### config.mk
export PLATFORM = sky130hd
export DESIGN_NAME = tap_hold_bypass_switch
export DESIGN_NICKNAME = d
export VERILOG_FILES = /design/src/rtl/core/thbs_pkg.sv /design/src/rtl/core/tap_hold_bypass_switch.sv /design/src/rtl/core/thbs_cfg.sv /design/src/rtl/core/thbs_step.sv
export SDC_FILE = /design/constraint.sdc
export NUM_CORES = 1
export LEC_CHECK = 0
export ABC_AREA = 1
export CORE_ASPECT_RATIO = 1.4
export CORE_MARGIN = 8
export CORE_UTILIZATION = 45
export CTS_BUF_LIST = sky130_fd_sc_hd__clkbuf_4 sky130_fd_sc_hd__clkbuf_8
export DETAILED_ROUTE_END_ITERATION = 8
export DONT_BUFFER_PORTS = 1
export PLACE_DENSITY = 0.63
export SYNTH_ARGS = -nofsm -noshare
export SYNTH_HDL_FRONTEND = slang
export SYNTH_SLANG_ARGS = --single-unit
### constraint.sdc
create_clock -name clk -period 8 [get_ports clk]
set_clock_uncertainty 0.2 [all_clocks]
set_input_delay 0.8 -clock clk [delete_from_list [all_inputs] [get_ports clk]]
set_output_delay 0.8 -clock clk [all_outputs]
set_load 0.02 [all_outputs]
### src/rtl/core/thbs_pkg.sv
package thbs_pkg;

    // Configuration register indexes on the write port.
    localparam int CFG_INDEX_WIDTH = 2;
    localparam logic [CFG_INDEX_WIDTH-1:0] REG_DEBOUNCE = 2'd0;
    localparam logic [CFG_INDEX_WIDTH-1:0] REG_HOLD     = 2'd1;
    localparam logic [CFG_INDEX_WIDTH-1:0] REG_REARM    = 2'd2;
    localparam logic [CFG_INDEX_WIDTH-1:0] REG_MUTE     = 2'd3;

    localparam int TICKS_WIDTH = 16;
    localparam int MUTE_WIDTH  = 8;
    localparam int CFG_DATA_WIDTH = TICKS_WIDTH;

    localparam logic [TICKS_WIDTH-1:0] DEBOUNCE_RESET = 16'd15;
    localparam logic [TICKS_WIDTH-1:0] HOLD_RESET     = 16'd1000;
    localparam logic [TICKS_WIDTH-1:0] REARM_RESET    = 16'd200;
    localparam logic [MUTE_WIDTH-1:0]  MUTE_RESET     = 8'd10;

    typedef struct packed {
        logic switch_level;
        logic detect_level;
        logic remote_level;
    } in_beat_t;

    typedef struct packed {
        logic engaged;
        logic mute;
    } out_beat_t;

    typedef struct packed {
        logic [TICKS_WIDTH-1:0] debounce_ticks;
        logic [TICKS_WIDTH-1:0] hold_ticks;
        logic [TICKS_WIDTH-1:0] rearm_ticks;
        logic [MUTE_WIDTH-1:0]  mute_ticks;
    } cfg_t;

    // Single-bit control state of the switch logic.
    typedef struct packed {
        logic engaged;
        logic armed;
        logic last_switch;
        logic fall_recorded;
        logic rise_recorded;
    } flags_t;

endpackage

### src/rtl/core/tap_hold_bypass_switch.sv
// Channel   Direction  Signals                       Beat
// in        input      in_valid, in_ready, in_data   one millisecond tick of pin levels
// out       output     out_valid, out_ready, out_data  engaged and mute for that tick
// cfg       input      cfg_we, cfg_index, cfg_data   one register write, no wait
//
// Each tick passes the state registers, one pass of the decision logic and
// the result register, so a new beat is taken every cycle while the output is not stalled.
// The result register decouples the two sides; a beat is taken whenever the
// result register is empty or its beat leaves in the same cycle.
// Reset (rst_n low, asynchronous) restores the default thresholds, clears the
// engaged, armed and edge state and marks the footswitch released.
// A stall on the output holds the result and blocks input only while full.
module tap_hold_bypass_switch
    import thbs_pkg::*;
#(
    parameter int AGE_WIDTH = 16
)
(
    input  logic                       clk,
    input  logic                       rst_n,
    input  logic                       in_valid,
    output logic                       in_ready,
    input  in_beat_t                   in_data,
    output logic                       out_valid,
    input  logic                       out_ready,
    output out_beat_t                  out_data,
    input  logic                       cfg_we,
    input  logic [CFG_INDEX_WIDTH-1:0] cfg_index,
    input  logic [CFG_DATA_WIDTH-1:0]  cfg_data
);

    cfg_t cfg;

    // Switch state, advanced once per accepted tick.
    flags_t                flags_reg;
    flags_t                flags_next;
    logic [AGE_WIDTH-1:0]  fall_age_reg;
    logic [AGE_WIDTH-1:0]  fall_age_next;
    logic [AGE_WIDTH-1:0]  rise_age_reg;
    logic [AGE_WIDTH-1:0]  rise_age_next;
    logic [MUTE_WIDTH-1:0] mute_left_reg;
    logic [MUTE_WIDTH-1:0] mute_left_next;

    // Result register.
    logic      out_valid_reg;
    out_beat_t out_data_reg;
    out_beat_t out_data_next;

    logic in_take;

    thbs_cfg u_cfg (
        .clk       (clk),
        .rst_n     (rst_n),
        .cfg_we    (cfg_we),
        .cfg_index (cfg_index),
        .cfg_data  (cfg_data),
        .cfg       (cfg)
    );

    thbs_step #(
        .AGE_WIDTH (AGE_WIDTH)
    ) u_step (
        .cfg            (cfg),
        .beat           (in_data),
        .flags          (flags_reg),
        .fall_age       (fall_age_reg),
        .rise_age       (rise_age_reg),
        .mute_left      (mute_left_reg),
        .flags_next     (flags_next),
        .fall_age_next  (fall_age_next),
        .rise_age_next  (rise_age_next),
        .mute_left_next (mute_left_next),
        .result         (out_data_next)
    );

    // The result register can take a new beat when it is empty or draining now.
    assign in_ready = !out_valid_reg || out_ready;
    assign in_take  = in_valid && in_ready;

    always_ff @(posedge clk or negedge rst_n)
    begin
        if (!rst_n)
        begin
            flags_reg.engaged       <= 1'b0;
            flags_reg.armed         <= 1'b0;
            flags_reg.last_switch   <= 1'b1;
            flags_reg.fall_recorded <= 1'b0;
            flags_reg.rise_recorded <= 1'b0;
            fall_age_reg            <= '0;
            rise_age_reg            <= '0;
            mute_left_reg           <= '0;
            out_valid_reg           <= 1'b0;
        end
        else if (in_take)
        begin
            flags_reg     <= flags_next;
            fall_age_reg  <= fall_age_next;
            rise_age_reg  <= rise_age_next;
            mute_left_reg <= mute_left_next;
            out_valid_reg <= 1'b1;
        end
        else if (out_ready)
        begin
            out_valid_reg <= 1'b0;
        end
    end

    // The payload needs no reset; it is only looked at while valid.
    always_ff @(posedge clk)
    begin
        if (in_take)
        begin
            out_data_reg <= out_data_next;
        end
    end

    assign out_valid = out_valid_reg;
    assign out_data  = out_data_reg;

endmodule

### src/rtl/core/thbs_cfg.sv
module thbs_cfg
    import thbs_pkg::*;
(
    input  logic                       clk,
    input  logic                       rst_n,
    input  logic                       cfg_we,
    input  logic [CFG_INDEX_WIDTH-1:0] cfg_index,
    input  logic [CFG_DATA_WIDTH-1:0]  cfg_data,
    output cfg_t                       cfg
);

    cfg_t cfg_reg;

    always_ff @(posedge clk or negedge rst_n)
    begin
        if (!rst_n)
        begin
            cfg_reg.debounce_ticks <= DEBOUNCE_RESET;
            cfg_reg.hold_ticks     <= HOLD_RESET;
            cfg_reg.rearm_ticks    <= REARM_RESET;
            cfg_reg.mute_ticks     <= MUTE_RESET;
        end
        else if (cfg_we)
        begin
            case (cfg_index)
                REG_DEBOUNCE: cfg_reg.debounce_ticks <= cfg_data;
                REG_HOLD:     cfg_reg.hold_ticks     <= cfg_data;
                REG_REARM:    cfg_reg.rearm_ticks    <= cfg_data;
                REG_MUTE:     cfg_reg.mute_ticks     <= cfg_data[MUTE_WIDTH-1:0];
                default:      cfg_reg <= cfg_reg;
            endcase
        end
    end

    assign cfg = cfg_reg;

endmodule

### src/rtl/core/thbs_step.sv
module thbs_step
    import thbs_pkg::*;
#(
    parameter int AGE_WIDTH = 16
)
(
    input  cfg_t                  cfg,
    input  in_beat_t              beat,
    input  flags_t                flags,
    input  logic [AGE_WIDTH-1:0]  fall_age,
    input  logic [AGE_WIDTH-1:0]  rise_age,
    input  logic [MUTE_WIDTH-1:0] mute_left,
    output flags_t                flags_next,
    output logic [AGE_WIDTH-1:0]  fall_age_next,
    output logic [AGE_WIDTH-1:0]  rise_age_next,
    output logic [MUTE_WIDTH-1:0] mute_left_next,
    output out_beat_t             result
);

    localparam int CMP_WIDTH = (AGE_WIDTH > TICKS_WIDTH) ? AGE_WIDTH : TICKS_WIDTH;

    function automatic logic [AGE_WIDTH-1:0] sat_inc(input logic [AGE_WIDTH-1:0] age);
        sat_inc = (&age) ? age : age + 1'b1;
    endfunction

    // An edge that was never seen, or whose age has saturated, is older than any limit.
    function automatic logic expired(input logic rec, input logic [AGE_WIDTH-1:0] age,
                                     input logic [TICKS_WIDTH-1:0] thr);
        logic [CMP_WIDTH-1:0] age_w;
        logic [CMP_WIDTH-1:0] thr_w;
        age_w = CMP_WIDTH'(age);
        thr_w = CMP_WIDTH'(thr);
        expired = !rec || (&age) || (age_w > thr_w);
    endfunction

    always_comb
    begin
        logic rise_ok;
        flags_next     = flags;
        fall_age_next  = flags.fall_recorded ? sat_inc(fall_age) : fall_age;
        rise_age_next  = flags.rise_recorded ? sat_inc(rise_age) : rise_age;
        mute_left_next = mute_left;
        rise_ok        = 1'b0;

        if (flags.last_switch && !beat.switch_level && !flags.fall_recorded)
        begin
            flags_next.fall_recorded = 1'b1;
            fall_age_next            = '0;
        end
        if (!flags.last_switch && beat.switch_level && flags.armed && !flags.rise_recorded)
        begin
            flags_next.rise_recorded = 1'b1;
            rise_age_next            = '0;
        end
        flags_next.last_switch = beat.switch_level;

        if (mute_left != '0)
        begin
            mute_left_next = mute_left - 1'b1;
        end
        else if (!beat.detect_level)
        begin
            if (flags.engaged == beat.remote_level)
            begin
                flags_next.engaged = !beat.remote_level;
                mute_left_next     = cfg.mute_ticks;
            end
        end
        else if (flags.armed)
        begin
            if (beat.switch_level)
            begin
                rise_ok = expired(flags_next.rise_recorded, rise_age_next, cfg.debounce_ticks);
                if (flags.engaged && rise_ok &&
                    expired(flags_next.fall_recorded, fall_age_next, cfg.hold_ticks))
                begin
                    flags_next.engaged       = 1'b0;
                    mute_left_next           = cfg.mute_ticks;
                    flags_next.armed         = 1'b0;
                    flags_next.fall_recorded = 1'b0;
                    flags_next.rise_recorded = 1'b0;
                    fall_age_next            = '0;
                    rise_age_next            = '0;
                end
                else if (rise_ok &&
                         expired(flags_next.fall_recorded, fall_age_next, cfg.rearm_ticks))
                begin
                    flags_next.armed         = 1'b0;
                    flags_next.fall_recorded = 1'b0;
                    flags_next.rise_recorded = 1'b0;
                    fall_age_next            = '0;
                    rise_age_next            = '0;
                end
            end
        end
        else if (!beat.switch_level &&
                 expired(flags_next.fall_recorded, fall_age_next, cfg.debounce_ticks))
        begin
            flags_next.engaged = !flags.engaged;
            mute_left_next     = cfg.mute_ticks;
            flags_next.armed   = 1'b1;
        end

        result.engaged = flags_next.engaged;
        result.mute    = (mute_left_next != '0);
    end

endmodule

; Yosys cells after proc, flatten, opt, wreduce, memory -nomap -nowiden
; Index checks and enable logic that the tools add are counted.
[totals]
ff_bits = 104
in_bits = 26
output_inout_bits = 4
[classes]
n_addsub = 3
n_lt_le_gt_ge = 4
eq_ne = 4
muxes = 45
bitwise = 1
n_reduce_logical = 39
[ops]
columns = op, n
row1 = 16-bit 2-to-1 mux, 18
row2 = 16-bit greater-than comparator, 4
row3 = 16-bit AND reduction, 4
row4 = 8-bit 2-to-1 mux, 7
row5 = "16-bit by 1-bit adder with 16-bit output, second input constant", 2
row6 = 2-bit 2-to-1 mux, 10
row7 = 8-bit nonzero test, 2
row8 = 1-bit logical AND, 10
row9 = 1-bit 2-to-1 mux, 10
row10 = 1-bit logical NOT, 9
row11 = 2-bit AND reduction, 4
row12 = "8-bit by 1-bit subtractor with 8-bit output, second input constant", 1
row13 = 1-bit logical OR, 7
row14 = "2-bit == test, second input constant", 2
row15 = 3-bit AND reduction, 1
row16 = "2-bit by 1-bit == test with 1-bit output, second input constant", 1
row17 = 2-bit logical NOT, 1
row18 = 2-bit nonzero test, 1
row19 = 1-bit == test, 1
row20 = 1-bit NOT, 1

; Longest topological paths before layout
[depth]
word_depth = 16
mapped_depth = 29
depth_no_buf = 28

; Cells and area by module
; From an unflattened synthesis, not the netlist that was laid out.
[hier_totals]
cells_unflattened = 1229
hier_area_um2 = 8431.8
[modules_own_cells]
columns = module, n_inst, cells_each, area_per_inst_um2, seq_area_each_um2
row1 = thbs_step, 1, 777, 4192.8, 0.0
row2 = thbs_cfg, 1, 249, 2303.5, 1420.1
row3 = tap_hold_bypass_switch, 1, 203, 1935.6, 1212.4

; Least setup slack after synthesis
; Ideal clock, no wire load.
[synth_timing]
path_type = input to register
start = input port in_data[2] (netlist name)
end = register out_data_reg, in the netlist out_data[0], data pin
setup_ns = 0.254
t_arrival_ns = 3.264
t_required_ns = 7.546
path_slack_ns = 4.281
path_stages = 22
path_buffers = 2
cell_sequence = inv_1 -> buf_4 -> nand3_1 -> buf_4 -> o211ai_1 -> inv_1 -> ha_1 -> a21oi_1 -> o21a_1 -> nor2_1 -> o21ai_0 -> o2111ai_1 -> nand2_1 -> nand3_2 -> nand4_4 -> nand2_1 -> nand2_1 -> nand3_1 -> a21oi_2 -> nand2_1 -> nor2_1 -> nand2_1
[synth_lines]
columns = element, line_no
row1 = "start, declared", tap_hold_bypass_switch.sv:23  ; input in_beat_t in_data,
row2 = "end signal, assigned", tap_hold_bypass_switch.sv:113  ; out_data_reg <= out_data_next;
row3 = "end, declared", tap_hold_bypass_switch.sv:46  ; out_beat_t out_data_reg;

; Worst setup path after layout
[layout_timing]
start = register flags_reg[1] (netlist name)
end = register fall_age_reg[0]
[layout_between]
elab_chain_cells = 13
word_cells_on_any_way = 20
classes_between = order compare: 2 / mux: 9 / reduce/logical: 9
[layout_rtl]
columns = element, line_no
row1 = "start, declared", tap_hold_bypass_switch.sv:35  ; flags_t flags_reg;
row2 = "start signal, assigned", tap_hold_bypass_switch.sv:96  ; flags_reg <= flags_next;
row3 = branches (longest 12 deep; another with 16-bit greater-than comparator), -
row4 = 16-bit 2-to-1 mux *, thbs_step.sv:57  ; if (mute_left != '0)
row5 = "end signal, assigned", tap_hold_bypass_switch.sv:97  ; fall_age_reg <= fall_age_next;
row6 = "end, declared", tap_hold_bypass_switch.sv:37  ; logic [AGE_WIDTH-1:0] fall_age_reg;
; Every way passes the cells marked *.
; A chain may end at the register's enable or synchronous reset.

==> flow_metrics.env <==
export IMPL_min_path_type="in2async"
export IMPL_worst_pin_slew_ns=1.07
export IMPL_drtPass1Iterations=5
export IMPL_cts_resized=0
export IMPL_path_class="reg2reg"
export IMPL_rsz0062_at_grt="false"
export IMPL_area_delta_synth_final_pct=4.03
export IMPL_io_buffers=0
export IMPL_netlist_area_um2=8000
export IMPL_setup_violations_final=0
export IMPL_postSynthNetCount=1202
export IMPL_coreArea_um2=17400
export IMPL_final_hold_viol_count=0
export IMPL_cpMaxStageDelayCell="dfrtp_1"
export IMPL_ys_types=44
export IMPL_synth_edf_count=2
export IMPL_grt_pass1_vias=6945
export IMPL_h_tree_depth=3
export IMPL_crit_path_max_fanout=34
export IMPL_cts_buffers=9
export IMPL_num_vias=7120
export IMPL_path_cells="inv_1 > nand3_1 > nand3_1 > inv_1 > ha_1 > nand2_1 > nor3_1 > o21ai_0 > o2111ai_1 > nand2_1 > nand3_2 > nand3_4 > o21ai_2 > nand3_4 > nand4_1 > o21ai_0"
export IMPL_maxSlewHeadroom_pct=28.5
export IMPL_postCtsSetupBuffers=0
export IMPL_synth_ff_type="dfrtp_1"
export IMPL_vdd_drop_max_v=0.000139
export IMPL_hold_ws_ns=0.0379
export IMPL_overflow=0
export IMPL_synthSimpleGateAreaFrac_pct=31.5
export IMPL_synth_seq_cells=104
export IMPL_ios=30
export IMPL_dpl_hpwl_um=15800
export IMPL_drtAntennaViolNets=0
export IMPL_cts_root_buf="clkbuf_8"
export IMPL_synthAdderAreaFrac_pct=10.8
export IMPL_largest_reg_flops=56
export IMPL_final_core_utilization_pct=47.8
export IMPL_drt_iter0_drc=454
export IMPL_path_buf_inv=2
export IMPL_syn_area_per_cell_um2=7.23
export IMPL_path_clk_slew_ns=0.11
export IMPL_power_leakage_nw=4.03
export IMPL_async_reset_ff_share_pct=98.1
export IMPL_synth_compound_area_share_pct=13.3
export IMPL_start_util_pct=46.0
export IMPL_syn_inst=1107
export IMPL_required_ns=8.04
export IMPL_outcome="complete, no violations"
export IMPL_nets=1180
export IMPL_grt_total_usage_pct=19.5
export IMPL_finalMaxSlewViolations=0
export IMPL_clk_latency_ns=0.39
export IMPL_critical_path_top_delay_family="simple AND/OR/NAND/NOR gates"
export IMPL_via_per_inst=5.37
export IMPL_synth_warnings=0
export IMPL_grt_pass1_wl_um=35000
export IMPL_clock_path_buffers=2
export IMPL_insertedDiodeCount=0
export IMPL_post_route_drc_count=0
export IMPL_cp_end_kind="register"
export IMPL_grt_max_degree=87
export IMPL_tns_ns=0
export IMPL_routed_wirelength_um=20900
export IMPL_synth_top_family_by_area="simple AND/OR/NAND/NOR gates"
export IMPL_drv_cap=0
export IMPL_avgRoutedWirePerCell_um=15.8
export IMPL_cts_tree="yes"
export IMPL_rows=57
export IMPL_cp_slowest_stage_delay_ns=0.67
export IMPL_ys_seq_area_share_pct=32.9
export IMPL_antenna_found_initial=0
export IMPL_gp_congestion=0.898
export IMPL_cts_hold_buf=1
export IMPL_final_common_cell="nand2_1"
export IMPL_critPathLaunchType="register"
export IMPL_period_share_pct=60.8
export IMPL_die_h_um=174
export IMPL_die_area_um2=22400
export IMPL_period_needed_ns=4.87
export IMPL_p_per_area_nw_per_um2=331
export IMPL_mostFrequentLayoutCells="nand2_1, inv_1, nand3_1"
export IMPL_synth_xor_area_share_pct=1.31
export IMPL_clock_sinks=104
export IMPL_die_w_um=129
export IMPL_max_freq_mhz=206
export IMPL_muxShareOfSynthArea_pct=0
export IMPL_cp_arrival_ns=4.90
export IMPL_drive_above_1_share_pct=10.1
[synth_stat cells, types with 3 or more instances]
library cell,count,area share [%]
o21a_1,6,0.56
buf_6,4,0.56
clkbuf_1,19,0.89
o21ai_0,90,5.6
dfrtp_1,86,27
nor2_2,8,0.63
buf_1,3,0.14
nand2_2,7,0.55
xor2_1,10,1.1
nor2_1,67,3.1
a21oi_2,3,0.33
buf_2,3,0.19
nand2_4,3,0.42
dfstp_2,16,5.3
nor2_4,3,0.42
nand4_1,29,2.3
buf_4,5,0.47
inv_2,6,0.28
o21ai_1,35,2.2
a21oi_1,55,3.4
inv_1,157,7.4
nor3_1,10,0.63
ha_1,69,11
nand3_2,35,4.4
nand2_1,259,12
nand3_1,95,5.9
[metal layers]
| layer | track usage (%) | part of all wire (%) |
|---|---|---|
| met1 | 24.1 | 44 |
| met2 | 33.4 | 50 |
| met3 | 2.52 | 3.2 |
| met4 | 7.27 | 2.4 |
| met5 | 0 | 0 |
[worst paths after layout]
check | from | to | slack (ns) | cells past startpoint
max | flags_reg[1]$_DFFE_PN0P_ | fall_age_reg[0]$_DFFE_PN0P_ | 3.13 | 16
min in group clk | u_cfg.cfg[16]$_DFFE_PN0P_ | u_cfg.cfg[16]$_DFFE_PN0P_ | 0.30 | 2
max reg2reg | flags_reg[1]$_DFFE_PN0P_ | fall_age_reg[0]$_DFFE_PN0P_ | 3.13 | 16
max in group asynchronous | rst_n | flags_reg[1]$_DFFE_PN0P_ | 7.07 | 1
min reg2reg | u_cfg.cfg[16]$_DFFE_PN0P_ | u_cfg.cfg[16]$_DFFE_PN0P_ | 0.30 | 2
min | rst_n | u_cfg.cfg[32]$_DFFE_PN1P_ | 0.04 | 0
[layout make-up]
| type | instances | area, um2 |
|---|---|---|
| Clock buffer | 10 | 131 |
| Sequential cell | 104 | 2630 |
| Inverter | 166 | 628 |
| Fill cell | 1851 | 9080 |
| Multi-Input combinational cell | 802 | 4550 |
| Clock inverter | 6 | 48.8 |
| Tap cell | 236 | 295 |
| Timing Repair Buffer | 2 | 35.0 |
[where the power goes]
| group | leakage (nW) | internal (mW) | switching, mW | total (mW) |
|---|---|---|---|---|
| combinational | 2.67 | 0.566 | 0.996 | 1.56 |
| clock | 0.0973 | 0.122 | 0.204 | 0.326 |
| sequential | 1.27 | 0.682 | 0.189 | 0.871 |
| total | 4.03 | 1.37 | 1.39 | 2.76 |
[logic make-up (layout without fill, tap and decap cells)]
family          Yosys count  count (layout)
xor+xnor                 12              12
buf+inv                 201             184
simple gates            521             521
fa+ha+maj                69              69
compound gates          200             200
flops                   104             104
[stage by stage]
stage               area [um2]  instances  setup slack, ns  power, mW
floorplan                 8000       1107             4.28       2.05
global placement          8120       1309             3.14       2.40
detailed placement        8120       1309             3.17       2.43
CTS                       8320       1326             3.13       2.77
global route              8320       1326             2.78       3.06
finish                    8320       1326             3.13       2.76
Note: power is estimated with default switching activity, not from simulation.
